===== src/rtl/assert_macros.svh =====
// Assertion macros shared by the RTL modules.
`ifndef ASSERT_MACROS_SVH
`define ASSERT_MACROS_SVH

// Same-cycle implication.
`define ASSERT_IMPLIES(lbl, clk, rst, a, c) \
  lbl: assert property (@(posedge clk) disable iff (rst) (a) |-> (c)) \
    else $error("assertion failed");

// Next-cycle implication.
`define ASSERT_NEXT(lbl, clk, rst, a, c) \
  lbl: assert property (@(posedge clk) disable iff (rst) (a) |=> (c)) \
    else $error("assertion failed");

`endif


===== src/rtl/idte_pkg.sv =====
// Package: request and result types, codes and FSM states of the node table engine.
`default_nettype none
package idte_pkg;

  localparam int IN_DATA_W  = 80;
  localparam int OUT_DATA_W = 16;

  typedef enum logic [2:0] {
    ACT_CREATE = 3'd0,
    ACT_DELETE = 3'd1,
    ACT_GET    = 3'd2,
    ACT_ADD    = 3'd3,
    ACT_RESET  = 3'd4
  } action_t;

  typedef enum logic [1:0] {
    KIND_FREE = 2'd0,
    KIND_FILE = 2'd1,
    KIND_DIR  = 2'd2
  } kind_t;

  typedef enum logic [2:0] {
    ST_CLEAR,
    ST_IDLE,
    ST_KIND,
    ST_CHILD,
    ST_CSCAN,
    ST_ASCAN,
    ST_RSCAN,
    ST_DONE
  } state_t;

  typedef struct packed {
    action_t     action;
    logic        node_kind_in;
    logic [5:0]  slot_index;
    logic [5:0]  child_index;
    logic [63:0] entry_name;
  } req_t;

  typedef struct packed {
    logic       status;
    logic [5:0] slot_number;
    logic [1:0] node_kind_out;
  } res_t;

endpackage
`default_nettype wire


===== src/rtl/idte_ctrl.sv =====
// Sequencer: checks operands, scans the kind, entry-used and child memories, writes back.
`default_nettype none
`include "assert_macros.svh"
module idte_ctrl #(
  parameter int SLOT_COUNT      = 64,
  parameter int ENTRIES_PER_DIR = 16,
  parameter int SLOT_W          = $clog2(SLOT_COUNT),
  parameter int EW              = (ENTRIES_PER_DIR > 1) ? $clog2(ENTRIES_PER_DIR) : 1,
  parameter int EAW             = $clog2(SLOT_COUNT * ENTRIES_PER_DIR)
) (
  input  wire logic                       clk,
  input  wire logic                       rst,
  input  wire logic                       in_valid,
  output logic                            in_ready,
  input  wire idte_pkg::req_t             in_req,
  output logic                            res_valid,
  input  wire logic                       res_ready,
  output idte_pkg::res_t                  res,
  // slot kind memory
  output logic                            kind_we,
  output logic [SLOT_W-1:0]               kind_waddr,
  output logic [1:0]                      kind_wd,
  output logic [SLOT_W-1:0]               kind_raddr,
  input  wire logic [1:0]                 kind_rd,
  // entry-used rows, one row per slot
  output logic                            used_we,
  output logic [SLOT_W-1:0]               used_waddr,
  output logic [ENTRIES_PER_DIR-1:0]      used_wd,
  output logic [SLOT_W-1:0]               used_raddr,
  input  wire logic [ENTRIES_PER_DIR-1:0] used_rd,
  // entry child numbers
  output logic                            child_we,
  output logic [EAW-1:0]                  ent_addr,
  output logic [5:0]                      child_wd,
  input  wire logic [5:0]                 child_rd
);

  localparam logic [SLOT_W-1:0] SLOT_LAST = SLOT_W'(SLOT_COUNT - 1);
  localparam logic [EW-1:0]     ENT_LAST  = EW'(ENTRIES_PER_DIR - 1);

  idte_pkg::state_t state, state_next;
  idte_pkg::req_t   req_r, req_next;
  idte_pkg::res_t   res_r, res_next;
  logic [SLOT_W-1:0] sscan, sscan_next;
  logic [SLOT_W-1:0] schk, schk_next;
  logic [EW-1:0]     escan, escan_next;
  logic [EW-1:0]     echk, echk_next;
  logic              ckv, ckv_next;
  logic [SLOT_W-1:0] slot_r;
  logic [SLOT_W-1:0] child_r;

  function automatic logic in_range(input logic [5:0] v);
    return 32'(v) < SLOT_COUNT;
  endfunction

  assign slot_r  = SLOT_W'(req_r.slot_index);
  assign child_r = SLOT_W'(req_r.child_index);
  assign res     = res_r;

  always_ff @(posedge clk) begin
    if (rst) begin
      state <= idte_pkg::ST_CLEAR;
      sscan <= '0;
      ckv   <= 1'b0;
    end else begin
      state <= state_next;
      sscan <= sscan_next;
      ckv   <= ckv_next;
    end
  end

  always_ff @(posedge clk) begin
    req_r <= req_next;
    res_r <= res_next;
    schk  <= schk_next;
    escan <= escan_next;
    echk  <= echk_next;
  end

  always_comb begin
    state_next = state;
    req_next   = req_r;
    res_next   = res_r;
    sscan_next = sscan;
    schk_next  = schk;
    escan_next = escan;
    echk_next  = echk;
    ckv_next   = ckv;
    in_ready   = 1'b0;
    res_valid  = 1'b0;
    kind_we    = 1'b0;
    kind_waddr = slot_r;
    kind_wd    = idte_pkg::KIND_FREE;
    kind_raddr = slot_r;
    used_we    = 1'b0;
    used_waddr = slot_r;
    used_wd    = used_rd;
    used_raddr = slot_r;
    child_we   = 1'b0;
    child_wd   = req_r.child_index;
    ent_addr   = EAW'(slot_r) * EAW'(ENTRIES_PER_DIR) + EAW'(escan);

    case (state)
      idte_pkg::ST_CLEAR: begin
        // walk the kind memory once after reset, marking every slot free
        kind_we    = 1'b1;
        kind_waddr = sscan;
        if (sscan == SLOT_LAST) begin
          sscan_next = '0;
          state_next = idte_pkg::ST_IDLE;
        end else begin
          sscan_next = sscan + 1'b1;
        end
      end

      idte_pkg::ST_IDLE: begin
        in_ready   = 1'b1;
        kind_raddr = SLOT_W'(in_req.slot_index);
        used_raddr = SLOT_W'(in_req.slot_index);
        if (in_valid) begin
          req_next               = in_req;
          res_next.status        = 1'b1;
          res_next.slot_number   = in_req.slot_index;
          res_next.node_kind_out = idte_pkg::KIND_FREE;
          sscan_next             = '0;
          ckv_next               = 1'b0;
          case (in_req.action)
            idte_pkg::ACT_CREATE: begin
              res_next.slot_number = '0;
              state_next           = idte_pkg::ST_CSCAN;
            end
            idte_pkg::ACT_DELETE, idte_pkg::ACT_GET,
            idte_pkg::ACT_ADD, idte_pkg::ACT_RESET: begin
              state_next = in_range(in_req.slot_index) ? idte_pkg::ST_KIND
                                                       : idte_pkg::ST_DONE;
            end
            default: state_next = idte_pkg::ST_DONE;
          endcase
        end
      end

      idte_pkg::ST_KIND: begin
        state_next = idte_pkg::ST_DONE;
        case (req_r.action)
          idte_pkg::ACT_DELETE: begin
            if (kind_rd != idte_pkg::KIND_FREE) begin
              kind_we         = 1'b1;
              res_next.status = 1'b0;
            end
          end
          idte_pkg::ACT_GET: begin
            if (kind_rd != idte_pkg::KIND_FREE) begin
              res_next.status        = 1'b0;
              res_next.node_kind_out = kind_rd;
            end
          end
          idte_pkg::ACT_ADD, idte_pkg::ACT_RESET: begin
            if (kind_rd == idte_pkg::KIND_DIR && in_range(req_r.child_index) &&
                (req_r.action == idte_pkg::ACT_RESET || req_r.entry_name[7:0] != 8'd0)) begin
              kind_raddr = child_r;
              state_next = idte_pkg::ST_CHILD;
            end
          end
          default: state_next = idte_pkg::ST_DONE;
        endcase
      end

      idte_pkg::ST_CHILD: begin
        escan_next = '0;
        ckv_next   = 1'b0;
        if (kind_rd == idte_pkg::KIND_FREE) begin
          state_next = idte_pkg::ST_DONE;
        end else if (req_r.action == idte_pkg::ACT_ADD) begin
          state_next = idte_pkg::ST_ASCAN;
        end else begin
          state_next = idte_pkg::ST_RSCAN;
        end
      end

      idte_pkg::ST_CSCAN: begin
        // read runs one slot ahead of the check
        kind_raddr = sscan;
        if (ckv && kind_rd == idte_pkg::KIND_FREE) begin
          kind_we    = 1'b1;
          kind_waddr = schk;
          kind_wd    = req_r.node_kind_in ? idte_pkg::KIND_DIR : idte_pkg::KIND_FILE;
          used_we    = req_r.node_kind_in;
          used_waddr = schk;
          used_wd    = '0;
          res_next.status      = 1'b0;
          res_next.slot_number = 6'(schk);
          state_next = idte_pkg::ST_DONE;
        end else if (ckv && schk == SLOT_LAST) begin
          state_next = idte_pkg::ST_DONE;
        end else begin
          schk_next = sscan;
          ckv_next  = 1'b1;
          if (sscan != SLOT_LAST) begin
            sscan_next = sscan + 1'b1;
          end
        end
      end

      idte_pkg::ST_ASCAN: begin
        if (!used_rd[escan]) begin
          used_we         = 1'b1;
          used_wd         = used_rd | (ENTRIES_PER_DIR'(1) << escan);
          child_we        = 1'b1;
          res_next.status = 1'b0;
          state_next      = idte_pkg::ST_DONE;
        end else if (escan == ENT_LAST) begin
          state_next = idte_pkg::ST_DONE;
        end else begin
          escan_next = escan + 1'b1;
        end
      end

      idte_pkg::ST_RSCAN: begin
        if (ckv && used_rd[echk] && child_rd == req_r.child_index) begin
          used_we         = 1'b1;
          used_wd         = used_rd & ~(ENTRIES_PER_DIR'(1) << echk);
          res_next.status = 1'b0;
          state_next      = idte_pkg::ST_DONE;
        end else if (ckv && echk == ENT_LAST) begin
          state_next = idte_pkg::ST_DONE;
        end else begin
          echk_next = escan;
          ckv_next  = 1'b1;
          if (escan != ENT_LAST) begin
            escan_next = escan + 1'b1;
          end
        end
      end

      idte_pkg::ST_DONE: begin
        res_valid = 1'b1;
        if (res_ready) begin
          state_next = idte_pkg::ST_IDLE;
        end
      end

      default: state_next = idte_pkg::ST_IDLE;
    endcase
  end

  `ASSERT_IMPLIES(a_create_takes_free, clk, rst,
    state == idte_pkg::ST_CSCAN && kind_we, kind_rd == idte_pkg::KIND_FREE)
  `ASSERT_IMPLIES(a_add_takes_unused, clk, rst,
    state == idte_pkg::ST_ASCAN && used_we, !used_rd[escan])
  `ASSERT_NEXT(a_result_holds, clk, rst,
    state == idte_pkg::ST_DONE && !res_ready, state == idte_pkg::ST_DONE && $stable(res_r))

endmodule
`default_nettype wire


===== config.mk =====
export PLATFORM = sky130hd
export DESIGN_NAME = idte_ctrl
export DESIGN_NICKNAME = d
export VERILOG_FILES = /design/src/rtl/idte_pkg.sv /design/src/rtl/idte_ctrl.sv
export VERILOG_INCLUDE_DIRS = /design/src /design/src/rtl
export SDC_FILE = /design/constraint.sdc
export NUM_CORES = 1
export LEC_CHECK = 0
export ABC_AREA = 1
export BUFFER_PORTS_ARGS = -buffer_cell sky130_fd_sc_hd__buf_2
export CAP_MARGIN = 20
export CELL_PAD_IN_SITES_DETAIL_PLACEMENT = 0
export CELL_PAD_IN_SITES_GLOBAL_PLACEMENT = 2
export CORE_MARGIN = 5
export CORE_UTILIZATION = 26
export DETAILED_ROUTE_END_ITERATION = 8
export PLACE_DENSITY_LB_ADDON = 0.1
export SKIP_CTS_REPAIR_TIMING = 1
export SYNTH_ARGS = -nofsm -noshare
export SYNTH_HDL_FRONTEND = slang
export SYNTH_SLANG_ARGS = --single-unit

===== constraint.sdc =====
create_clock -name clk -period 3.1 [get_ports clk]
set_input_delay 0.465 -clock clk [delete_from_list [all_inputs] [get_ports clk]]
set_output_delay 0.465 -clock clk [all_outputs]
set_load 0.05 [all_outputs]

==> impl_metrics.toml <==
[setup_path]
crit_type = "reg -> out"
crit_path_end_kind = "output port"
rrSetupSlack_ps = 840
cp-start-kind = "flip-flop"
cp_num_buf_inv = 3
rr_startpoint = "state[2]$_SDFFE_PP0P_"
path_common_cell = "nand3_1"
crit_fanout = 12
crit_required_ps = 2630
path_cells = "buf_12 -> o21ai_0 -> nand2_1 -> nand3_1 -> nand3_1 -> nand2_1 -> nand2_4 -> buf_12 -> o211ai_1 -> nand3_1 -> buf_2"
crit_family = "simple AND/OR/NAND/NOR gates"
ff2ff_path_depth = 6
arrival_ps = 2480
slowest_stage = "edfxtp_1"
max_stage_delay_ps = 520
r2r_end = "echk[0]$_DFFE_PP_"

[floorplan]
die_area_mm2 = 0.01899
ios = 180
die_x_um = 137.8
num_rows = 46
fp.coreArea_mm2 = 0.01594
start_util = 0.2664
fp.dieH_um = 137.8

[final_layout]
drive_above_1_share = 0.2777
finalNonFillerCells = 929
num_antenna_cells = 0
area_delta_synth_final_pct = 27.72
final_common_cell = "nand2_1"
nNetsFinal = 823
mostFrequentLayoutCells = "nand2_1, buf_2, nor2_1, inv_1, nand3_1"

[placement]
place.gp.congestion = 0.8661
portBuffers = 123
place_hpwl_mm = 12.83
dp_cells = 904

[synth]
ys.flop_type = "edfxtp_1"
avgSynthCellArea_um2 = 7.349
ys_types = 45
ys_seq_area_frac = 0.3794
synth_area_mm2 = 0.004248
synth_fp_nets = 693
synth_cells = 578
synthArstFlopShare = 0
synth_seq_cells = 57
synth_edf_count = 47
yosysWarnings = 0

[sta]
fin_setup_tns_ps = 0
fmax_mhz = 340.1
setup_violations = 0
period_share = 0.9485
drv_slew = 0
fin_skew_ps = 7.964
rsz0062_at_grt = "false"
worst_pin_slew_ps = 883.2
hold_violations = 0
fin_crit_ps = 2940
slew_headroom = 0.4050

[clocking]
cts.clk_slew.worst_paths_ps = 50
cts_sinks = 57
cts_htree_levels = 3
numCtsBuffers = 9
clkLatencyLatePin_ps = 330
root_buffer = "clkbuf_16"
cts_tree = "done"
clock_path_buffers = 2

[hold_path]
min_to = "child_wd[1]$_DFFE_PP_"
hold_class = "in -> reg"
holdCritStartpoint = "in_req[65]"
hold_depth = 1

[global_route]
grt_pass1_wl_mm = 23.58
grt_max_degree = 24
antenna_found_initial = 0
grt_pass1_vias = 3951
overflow = 0
grt_usage = 0.1658

[route]
ant_nets = 0
drt_wl_total_mm = 15.99
first_iter_violations = 341
wl_per_cell_um = 17.22
viasPerCell = 4.734
drt_pass1_iterations = 5
drc_errors = 0
vias = 4398

[run]
cap_viol_max_count = 0

[run_status]
status = "finished, final reports clean"

[pwr]
p_leak_nw = 2.572
powerDensity_mw_per_mm2 = 878.2
ir_drop_uv = 312.9
==> metrics by stage <==
| stage | area (µm²) | utilization | setup WS (ps) | power (mW) | hold WS (ps) |
|---|---|---|---|---|---|
| floorplan | 4248 | - | 193.2 | 3.172 | 452.7 |
| detailed placement | 5069 | 0.3179 | 403.4 | 3.885 | 504.8 |
| global placement | 5069 | 0.3179 | 403.7 | 3.900 | 507.7 |
| CTS | 5324 | 0.3339 | 45.34 | 4.765 | 289.3 |
| finish | 5425 | 0.3403 | 159.8 | 4.765 | 306.0 |
| global route | 5425 | 0.3403 | 2.623 | 5.064 | 287.0 |
==> report_power, final <==
part           leakage, nW  switching [mW]  internal, mW
clock network        0.128           0.331         0.529
logic                 1.93            2.07         0.657
registers            0.515           0.151          1.03
==> cells by family after synthesis <==
group	share of synthesized area
xor gates and xnor gates	0.004124
DFF	0.3794
AOI/OAI and AO/OA	0.1679
and+or+nand+nor	0.3128
buffers and inverters	0.1152
adders and majority gates	0.02062
==> area by class of cell <==
class                           count  area [µm²]
Inverter                           75       289.0
Clock buffer                       11       232.7
Clock inverter                      5       22.52
Multi-Input combinational cell    417        2163
Fill cell                        1728       10520
Tap cell                          216       270.3
Timing Repair Buffer              148       835.8
Sequential cell                    57        1612
==> routing by layer <==
layer | part of all wire | up-vias | GRT usage
met4 | 0.0062 | 0 | 0.02634
li1 | - | 2206 | -
met1 | 0.49 | 2021 | 0.2548
met5 | 0 | - | 0
met2 | 0.42 | 165 | 0.2310
met3 | 0.079 | 6 | 0.04821
==> Yosys cell counts, types with 9 or more instances <==
cell,instances,share of area
nand2_1,132,0.12
nor2_1,70,0.062
inv_1,64,0.057
nand3_1,62,0.073
edfxtp_1,47,0.33
o21ai_0,42,0.049
a21oi_1,25,0.029
buf_4,17,0.030
dfxtp_1,10,0.047
nor3_1,10,0.012
o211ai_2,9,0.027
==> sequential cells by signal, summed over array words and instances, names as in the netlist <==
name	cells
child_wd	6
ckv	1
escan	4
echk	4
sscan	6
res	9
slot_r	6
state	3
schk	6
req_r	12
==> worst max path at each step <==
stage | start | endpoint | depth (start not counted)
floorplan | escan[2]$_SDFFCE_PN0P_ | used_wd[0] | 12
global placement | escan[2]$_SDFFCE_PN0P_ | used_wd[4] | 12
detailed placement | kind_rd[1] | used_wd[7] | 11
CTS | escan[2]$_SDFFCE_PN0P_ | used_wd[4] | 12
global route | state[0]$_SDFFE_PP0P_ | used_wd[7] | 9
finish | echk[0]$_DFFE_PP_ | used_wd[10] | 11
Power figures use the tool's default switching activity.
