<file path="src/rtl/assert_macros.svh">
// Assertion macros shared by the RTL modules.
`ifndef ASSERT_MACROS_SVH
`define ASSERT_MACROS_SVH

// Same-cycle implication.
`define ASSERT_IMPLIES(lbl, clk, rst, a, c) \
  lbl: assert property (@(posedge clk) disable iff (rst) (a) |-> (c)) \
    else $error("assertion failed");

// Next-cycle implication.
`define ASSERT_NEXT(lbl, clk, rst, a, c) \
  lbl: assert property (@(posedge clk) disable iff (rst) (a) |=> (c)) \
    else $error("assertion failed");

`endif

</file>
<file path="src/rtl/idte_ram.sv">
// Simple dual-port synchronous RAM, one write and one registered read port.
`default_nettype none
module idte_ram #(
  parameter int WIDTH = 8,
  parameter int DEPTH = 64,
  parameter int AW    = (DEPTH > 1) ? $clog2(DEPTH) : 1
) (
  input  wire logic             clk,
  input  wire logic             wr_en,
  input  wire logic [AW-1:0]    wr_addr,
  input  wire logic [WIDTH-1:0] wr_data,
  input  wire logic [AW-1:0]    rd_addr,
  output logic      [WIDTH-1:0] rd_data
);

  logic [WIDTH-1:0] mem [DEPTH];

  always_ff @(posedge clk) begin
    if (wr_en) begin
      mem[wr_addr] <= wr_data;
    end
  end

  always_ff @(posedge clk) begin
    rd_data <= mem[rd_addr];
  end

endmodule
`default_nettype wire

</file>
<file path="config.mk">
export PLATFORM = sky130hd
export DESIGN_NAME = idte_ram
export DESIGN_NICKNAME = d
export VERILOG_FILES = /design/src/rtl/assert_macros.svh /design/src/rtl/idte_ram.sv
export SDC_FILE = /design/constraint.sdc
export NUM_CORES = 1
export LEC_CHECK = 0
export ABC_AREA = 1
export BUFFER_PORTS_ARGS = -buffer_cell sky130_fd_sc_hd__buf_2
export CELL_PAD_IN_SITES_DETAIL_PLACEMENT = 0
export CELL_PAD_IN_SITES_GLOBAL_PLACEMENT = 1
export CORE_MARGIN = 3
export CORE_UTILIZATION = 51
export CTS_CLUSTER_DIAMETER = 80
export CTS_CLUSTER_SIZE = 24
export DETAILED_ROUTE_END_ITERATION = 8
export MAX_ROUTING_LAYER = met4
export PLACE_DENSITY = 0.84
export SYNTH_ARGS = -nofsm -noshare
export SYNTH_HDL_FRONTEND = slang
export SYNTH_SLANG_ARGS = --single-unit
</file>
<file path="constraint.sdc">
create_clock -name clk -period 2.3 [get_ports clk]
set_input_delay 0.115 -clock clk [delete_from_list [all_inputs] [get_ports clk]]
set_output_delay 0.115 -clock clk [all_outputs]
set_load 0.01 [all_outputs]
</file>
==> results.cfg, run 1 <==
[worst_setup_path]
setup.worst_path.end_class = flip-flop
required_ns = 2.76
critPathMaxFanout = 1
path_cells = nand2_1, nand3_1, nand3_1, nand2_1, nand2_1, nand3_1, nand3_1, nand2_1
crit_arrival_ns = 1.87
critPathSlowestCell = edfxtp_1
crit_type = flip-flop to flip-flop
cp_slowest_stage_delay_ns = 0.38
crit_path_start_kind = flip-flop

[cts]
cts_hold_buffers = 3
cts_tree = done
cts.sinks = 520
clkSlewWorstSetupHoldPaths_ns = 0.10
cts_buffers = 27
cts_resized = 0
clock_latency_ns = 0.57
cts_htree_levels = 1
postCtsSetupRepairBufs = 0
cts_root_buf = clkbuf_16
cts.path.max_buffers = 3

[sta]
fmax_ghz = 0.710
worst_slew_pin_slew_ns = 0.741
final.period_utilization = 0.613
drv_slew = 0
setup_violations = 0
setup_slack_ns = 0.891
tns_ns = 0
skew_ns = 0.0152
finalCriticalPeriod_ns = 1.41
slew_headroom = 0.506
rsz0062_at_grt = no
hold_violations = 0

[logic_synthesis]
synth_cells = 1805
syn_nets = 1827
synth_async_sr_flop_share = 0
netlist_top_cells_count = nand2_1, edfxtp_1, nand3_1, nor2_1, buf_2
netlist_area_um2 = 21300
postSynthAreaPerCell_um2 = 11.8
synthAdderAreaFrac = 0
synthFlopType = edfxtp_1
ys_ff_latch = 520
yosysMostFrequentCell = nand2_1
yosys.area.top_type = edfxtp_1
ys_types = 16
synthMuxAreaShare = 0
synthTopCellsByArea = edfxtp_1, nand2_1, nand3_1
yosysSeqAreaShare = 0.728
synth_top_area_frac = 0.720
synth-compound-area-share = 0
synth_top_family_by_area = simple AND/OR/NAND/NOR gates
synthSimpleGateAreaFrac = 0.232
yosys_warnings = 0
synth-edff-count = 512
synth_xor_area_frac = 0

[global_routing]
antenna_found_initial = 1
first_global_vias = 13200
grt.total_usage = 0.245
grt_max_degree = 162
grt_pass1_wl_um = 80900
grt_remaining_overflow = 0

[detailed_routing]
drcViolationCount = 0
routed_wl_um = 52800
drtIter0Drc = 1591
post_drt_wl_per_cell_um = 21.9
avgViaCountPerCell = 5.71
dr_total_vias = 13700
ant_nets = 0
drt-pass1-iter-count = 7

[placement]
dpl.hpwl_um = 32100
dpl.cell_count = 2357
port-buffer-count = 29
pre_cts_slack_ns = 0.442
gp_congestion = 0.898

[die]
num_rows = 74
core_area_um2 = 41100
die_y_um = 211
ioPinCount = 30
start_util = 0.519
dieWidth_um = 211
die_area_um2 = 44300

[finish]
drive_gt1_frac = 0.0908
fillers = 3466
seq_area_um2 = 15500
final_nets = 1879
final_cells = 2406
areaGrowthSynthToFinish_pct = 8.74
multi_input_area_um2 = 4950

[run]
drv_cap = 0

[power_and_ir_drop]
ir_drop_mv = 0.585
cellPowerDensity_nw_per_um2 = 729
p_leak_nw = 8.38

[min_path]
min_path_type = input pin to flip-flop

[status]
status = finished clean
-- placed cells by master, fill, tap and decap left out, drive strengths merged --
master / count
dlygate4sd3: 3
buf: 132
inv: 14
nand4: 9
clkinvlp: 1
clkbuf: 37
dfxtp: 8
diode: 2
nand2: 648
edfxtp: 512
clkinv: 5
nor4: 8
nor2: 56
nand3: 439
-- routing by layer --
metal	track usage	share of wire
met4	0.0630	0.028
met3	0.0260	0.072
met5	-	0
met1	0.360	0.44
met2	0.374	0.46
-- sequential cells by signal (all words and copies together) (netlist names) --
| name | flops |
|---|---|
| rd_data | 8 |
| mem | 512 |
-- logic make-up (layout without fill, tap and decap cells) --
group	Yosys count	count (layout)
other	0	2
buffers and inverters	125	192
flip-flops	520	520
AND/OR/NAND/NOR	1160	1160
-- power by group --
part           total (mW)  internal, mW  switching [mW]
sequential           10.5          10.5          0.0374
combinational        1.28         0.349           0.928
clock                5.13          2.22            2.91
total                16.9          13.0            3.88
-- stage by stage --
step | power [mW] | hold slack, ns | util | instance area, µm²
2_1_floorplan | 11.5 | 0.214 | - | 21300
3_3_place_gp | 12.0 | 0.509 | 0.545 | 22400
3_5_place_dp | 12.0 | 0.500 | 0.545 | 22400
4_1_cts | 17.0 | 0.00137 | 0.564 | 23200
5_1_grt | 17.5 | 0.0199 | 0.564 | 23200
6_report | 16.9 | 0.00286 | 0.564 | 23200
-- critical path: cells and delay by family (launching register included) --
kind	cells	cell delay, ns
flip-flops	1	0.38
AND/OR/NAND/NOR	8	0.91
-- final cells by class --
class                      instances  area share
antenna                            2    0.000216
clock buffer                      36      0.0306
clock inverter                     8     0.00313
inverter                          12     0.00226
multi-input combinational       1160       0.213
sequential                       520       0.670
tap                              532      0.0287
timing repair buffer             136      0.0525
-- worst paths after layout --
kind | startpoint | to | slack [ns] | cells past startpoint
worst min register to register | mem[10][6] | rd_data[6] | 0.85 | 8
worst max register to register | mem[51][6] | rd_data[6] | 0.89 | 8
worst max-delay path | mem[51][6] | rd_data[6] | 0.89 | 8
worst min-delay path | wr_data[0] | mem[2][0] | 0.003 | 1
No activity file was read; power rests on OpenSTA's default activity.
==> run 2, diff against run 1 <==
--- a/config.mk
+++ b/config.mk
@@ -5,12 +5,12 @@
 export SDC_FILE = /design/constraint.sdc
 export NUM_CORES = 1
 export LEC_CHECK = 0
-export ABC_AREA = 1
+export ABC_AREA = 0
 export BUFFER_PORTS_ARGS = -buffer_cell sky130_fd_sc_hd__buf_2
 export CELL_PAD_IN_SITES_DETAIL_PLACEMENT = 0
 export CELL_PAD_IN_SITES_GLOBAL_PLACEMENT = 1
 export CORE_MARGIN = 3
-export CORE_UTILIZATION = 51
+export CORE_UTILIZATION = 56
 export CTS_CLUSTER_DIAMETER = 80
 export CTS_CLUSTER_SIZE = 24
 export DETAILED_ROUTE_END_ITERATION = 8
==> constraint.sdc (replaced) <==
create_clock -name clk -period 1.36 [get_ports clk]
set_input_delay 0.068 -clock clk [delete_from_list [all_inputs] [get_ports clk]]
set_output_delay 0.068 -clock clk [all_outputs]
set_load 0.01 [all_outputs]
==> results.cfg, run 2 <==
[sta]
fmax_ghz = 0.539
whs_ns = 0.0402
skew_ns = 0.0127
setup_slack_ns = -0.496
drv_slew = 0
worst_slew_pin_slew_ns = 1.27
setup_violations = 8
final.period_utilization = 1.36
slew_headroom = 0.151
rsz0062_at_grt = yes
finalCriticalPeriod_ns = 1.86
hold_violations = 0

[min_path]
min_to = mem[0][1]
min_path_type = input pin to flip-flop
hold_depth = 1
hold_start = wr_data[1]

[finish]
areaGrowthSynthToFinish_pct = 16.4
final_nets = 1134
fillers = 2191
final_core_util = 0.670
reg_top3 = mem: 512 flops, rd_data: 8 flops
antennaDiodeCount = 0
final_area_um2 = 23500
largest_register = mem
final_common_cell = edfxtp_1
drive_gt1_frac = 0.374
largest_reg_flops = 512
final_cell_mix = edfxtp_1, mux4_2, buf_4

[logic_synthesis]
netlist_top_cells_count = edfxtp_1, mux4_2, nor2_1, mux2i_1, nand2_1
synth-edff-count = 512
yosys_warnings = 0
netlist_area_um2 = 20200
synth_cells = 940
syn_nets = 962
ys_types = 40
synth_top_area_frac = 0.762
synthTopCellsByArea = edfxtp_1, mux4_2, nor2_1
yosysSeqAreaShare = 0.770
synth_async_sr_flop_share = 0
ys_ff_latch = 520
postSynthAreaPerCell_um2 = 21.5
synthFlopType = edfxtp_1
yosys.area.top_type = edfxtp_1
yosysMostFrequentCell = edfxtp_1

[worst_setup_path]
path_common_cell = mux4_2
cp_slowest_stage_delay_ns = 0.52
setup.worst_path.end_class = flip-flop
required_ns = 1.80
worst_r2r_endpoint = rd_data[0]
rrSetupSlack_ns = -0.50
crit_path_start_kind = flip-flop
critPathMaxFanout = 1
crit_type = flip-flop to flip-flop
r2r_start = mem[3][0]
crit_arrival_ns = 2.29
critPathSlowestCell = mux4_2
ff2ff_path_depth = 5
path_cells = mux4_2, mux4_2, nor2_1, nor3_1, o2bb2ai_1

[detailed_routing]
routed_wl_um = 43800
dr_total_vias = 9932
drtIter0Drc = 1050
avgViaCountPerCell = 6.27
drt-pass1-iter-count = 5
drcViolationCount = 0
post_drt_wl_per_cell_um = 27.6
ant_nets = 0

[die]
start_util = 0.575
die_area_um2 = 38300
die_y_um = 196
core_area_um2 = 35100
dieWidth_um = 196
num_rows = 68
ioPinCount = 30

[cts]
cts.sinks = 520
cts_buffers = 25
cts_root_buf = clkbuf_16
cts_tree = done
cts_htree_levels = 1
clock_latency_ns = 0.55
cts.path.max_buffers = 3
clkSlewWorstSetupHoldPaths_ns = 0.10

[global_routing]
antenna_found_initial = 0
grt_max_degree = 65
grt.total_usage = 0.240
grt_remaining_overflow = 0
grt_pass1_wl_um = 66300
first_global_vias = 10200

[power_and_ir_drop]
seqPwrFrac = 0.638
switching_power_mw = 5.73
ir_drop_mv = 1.28
p_leak_nw = 7.44
cellPowerDensity_nw_per_um2 = 1190
comb_power_share = 0.071
swShare = 0.206
internal_power_mw = 22.1
p_clk_frac = 0.291

[placement]
port-buffer-count = 29
dpl.hpwl_um = 29000
gp_congestion = 0.855
placed_area_um2 = 22700
pre_cts_slack_ns = -0.876

[status]
violations = negative setup slack
status = finished, violations left

[run]
drv_cap = 0
## run 2: cell count changes after synthesis, moves of 13 or more
cell     delta
nor2_1     +27
buf_2      -26
buf_6      -31
mux2i_1    +23
nand3_1   -426
mux4_2    +126
nand2_1   -629
nor2b_1    +14
mux2_2     +13
## run 2: cells by family (layout without fill, tap and decap cells)
kind of cell,count (synthesis),count (layout),share of synthesized area
AOI/OAI and AO/OA,54,54,0.0207
muxes,162,162,0.159
buffers and inverters,51,241,0.0157
and+or+nand+nor,153,153,0.0339
DFF,520,520,0.770
## run 2: worst max-delay path, delay by kind of cell, from the launching register on
kind | cells | cell delay (ns)
simple gates | 2 | 0.20
compound gates | 1 | 0.15
mux | 2 | 1.03
flops | 1 | 0.38
## run 2: layout make-up
cell class	count	area, µm²	share of cell area
clock inverter	1	7.51	0.000320
multi-input combinational	369	4670	0.199
tap	455	569	0.0243
sequential	520	15500	0.662
clock buffer	44	707	0.0301
timing repair buffer	196	1980	0.0845
## run 2: per-layer routing
layer  share of wire  track usage  vias to the layer above
li1                -            -                     4254
met3           0.064       0.0273                       73
met1            0.40        0.336                     5226
met5               0            -                        -
met4           0.032       0.0642                        0
met2            0.50        0.388                      379
## run 2: worst max-delay path by stage
stage / from / to / slack [ns] / cells after the start
after floorplan: mem[21][4] / rd_data[4] / -0.29 / 5
after CTS: mem[20][4] / rd_data[4] / -0.48 / 5
after global routing: mem[20][4] / rd_data[4] / -0.51 / 5
after detailed placement: rd_addr[0] / rd_data[5] / -0.88 / 7
final: mem[3][0] / rd_data[0] / -0.50 / 5
after global placement: rd_addr[0] / rd_data[5] / -0.83 / 7
## run 2: power by group through the flow
stage / Sequential (mW) / Combinational (mW) / Clock, mW
2_1_floorplan: 18.1 / 1.02 / 0
3_3_place_gp: 18.1 / 1.89 / 0
3_5_place_dp: 18.1 / 1.94 / 0
4_1_cts: 17.8 / 1.99 / 8.29
5_1_grt: 17.8 / 2.10 / 8.82
6_report: 17.8 / 1.98 / 8.11
## run 2: repair_timing
item	CTS	global route
endpoints found under the hold margin	9	0
gates resized for setup	18	0
hold buffers	2	0
setup buffers	0	0
endpoints found under the setup margin	8	8
pin swaps	6	1
## run 2: stage by stage
step / power (mW) / instances / TNS (ns)
final: 27.9 / 1585 / -3.49
after global routing: 28.7 / 1585 / -3.76
after CTS: 28.1 / 1585 / -3.53
after detailed placement: 20.1 / 1539 / -33.85
after global placement: 20.0 / 1539 / -21.47
after floorplan: 19.1 / 940 / -12.64
==> run 3, diff against run 2 <==
--- a/config.mk
+++ b/config.mk
@@ -9,13 +9,12 @@
 export BUFFER_PORTS_ARGS = -buffer_cell sky130_fd_sc_hd__buf_2
 export CELL_PAD_IN_SITES_DETAIL_PLACEMENT = 0
 export CELL_PAD_IN_SITES_GLOBAL_PLACEMENT = 1
-export CORE_MARGIN = 3
 export CORE_UTILIZATION = 56
 export CTS_CLUSTER_DIAMETER = 80
 export CTS_CLUSTER_SIZE = 24
 export DETAILED_ROUTE_END_ITERATION = 8
 export MAX_ROUTING_LAYER = met4
-export PLACE_DENSITY = 0.84
+export PLACE_DENSITY = 0.77
 export SYNTH_ARGS = -nofsm -noshare
 export SYNTH_HDL_FRONTEND = slang
 export SYNTH_SLANG_ARGS = --single-unit
==> results.cfg, run 3 (synthesis results as in run 2) <==
[finish]
drive_gt1_frac = 0.395
reg_top3 = mem: 512 flops, rd_data: 8 flops
final_common_cell = edfxtp_1
final_cell_mix = edfxtp_1, buf_4, mux4_2
largest_reg_flops = 512
antennaDiodeCount = 0
largest_register = mem
final_nets = 1143
areaGrowthSynthToFinish_pct = 17.2
final_area_um2 = 23600

[sta]
finalCriticalPeriod_ns = 1.86
rsz0062_at_grt = yes
drv_slew = 0
worst_slew_pin_slew_ns = 1.24
whs_ns = 0.162
setup_slack_ns = -0.496
setup_violations = 8
final.period_utilization = 1.36
fmax_ghz = 0.539
slew_headroom = 0.172
hold_violations = 0
skew_ns = 0.0215
tns_ns = -3.45

[power_and_ir_drop]
ir_drop_mv = 1.29
p_leak_nw = 7.52
cellPowerDensity_nw_per_um2 = 1200

[run]
drv_cap = 0

[cts]
cts_buffers = 27
clock_latency_ns = 0.58
cts.path.max_buffers = 3
cts.sinks = 520
cts_htree_levels = 1
cts_tree = done
cts_root_buf = clkbuf_16
postCtsSetupRepairBufs = 0
clkSlewWorstSetupHoldPaths_ns = 0.09

[detailed_routing]
drtIter0Drc = 940
drt-pass1-iter-count = 5
drcViolationCount = 0
avgViaCountPerCell = 6.22
ant_nets = 0
routed_wl_um = 44400
post_drt_wl_per_cell_um = 27.8
dr_total_vias = 9928

[status]
status = finished, violations left
violations = negative setup slack

[placement]
placed_area_um2 = 22700
dpl.hpwl_um = 28900
port-buffer-count = 29
gp_congestion = 0.833

[die]
die_y_um = 192
die_area_um2 = 36800
start_util = 0.568
core_area_um2 = 35500
dieWidth_um = 192
num_rows = 69
ioPinCount = 30

[global_routing]
grt_remaining_overflow = 0
grt.total_usage = 0.263
antenna_found_initial = 0
grt_max_degree = 65
grt_pass1_wl_um = 66300
first_global_vias = 10200

[worst_setup_path]
crit_arrival_ns = 2.33
critPathMaxFanout = 1
crit_path_start_kind = flip-flop
required_ns = 1.83
setup.worst_path.end_class = flip-flop
crit_type = flip-flop to flip-flop

[min_path]
min_path_type = input pin to flip-flop
-- run 3: cell count changes in the layout (fill, tap and decap cells not counted), sizes merged --
cell	delta
dlygate4sd3	-1
buf	+8
inv	+4
clkinv	+3
clkbuf	-9
-- run 3: cell type report --
| class | instances | area [µm²] |
|---|---|---|
| flip-flops and latches | 520 | 15500 |
| fillers | 2263 | 11800 |
| multi-input cells | 369 | 4740 |
| repair buffers | 203 | 2010 |
| clock buffers | 35 | 706 |
| well taps | 461 | 577 |
| clock inverters | 8 | 73.8 |
-- run 3: worst paths after layout --
check | from | end | slack [ns] | depth (start not counted)
worst max-delay path | mem[7][2] | rd_data[2] | -0.50 | 5
worst min register to register | mem[26][6] | rd_data[6] | 0.84 | 3
worst min-delay path | wr_data[1] | mem[6][1] | 0.16 | 2
worst max register to register | mem[7][2] | rd_data[2] | -0.50 | 5
-- run 3: stage by stage --
| stage | setup slack [ns] | cells | utilization | power, mW |
|---|---|---|---|---|
| finish | -0.496 | 1596 | 0.666 | 28.4 |
| global route | -0.516 | 1596 | 0.666 | 29.2 |
| CTS | -0.484 | 1596 | 0.665 | 28.5 |
| detailed placement | -0.921 | 1552 | 0.640 | 20.1 |
| global placement | -0.885 | 1552 | 0.640 | 20.1 |
| floorplan | -0.290 | 940 | - | 19.1 |
-- run 3: critical path, stage by stage (launching register included) --
cell,delay [ns]
edfxtp_1,0.39
mux4_2,0.51
mux4_2,0.52
nor2_4,0.12
nor3_2,0.08
o2bb2ai_2,0.13
-- run 3: repair_timing --
item / 4_1_cts / 5_1_grt
hold buffers: 1 / 0
resized for setup: 21 / 10
cloned: 0 / 0
endpoints found under the setup margin: 8 / 8
pin swaps: 4 / 2
hold endpoints to repair: 4 / 0
-- run 3: report_power, final --
part / internal, mW / switching (mW) / leakage, nW
sequential: 17.7 / 0.0516 / 4.67
combinational: 0.872 / 1.14 / 2.47
clock: 3.75 / 4.87 / 0.378
total: 22.3 / 6.06 / 7.52
-- run 3: metal layers --
| metal | routed length, µm | GRT usage |
|---|---|---|
| met5 | 0 | - |
| met4 | 1050 | 0.0678 |
| met3 | 3300 | 0.0333 |
| met2 | 21500 | 0.402 |
| met1 | 18500 | 0.383 |
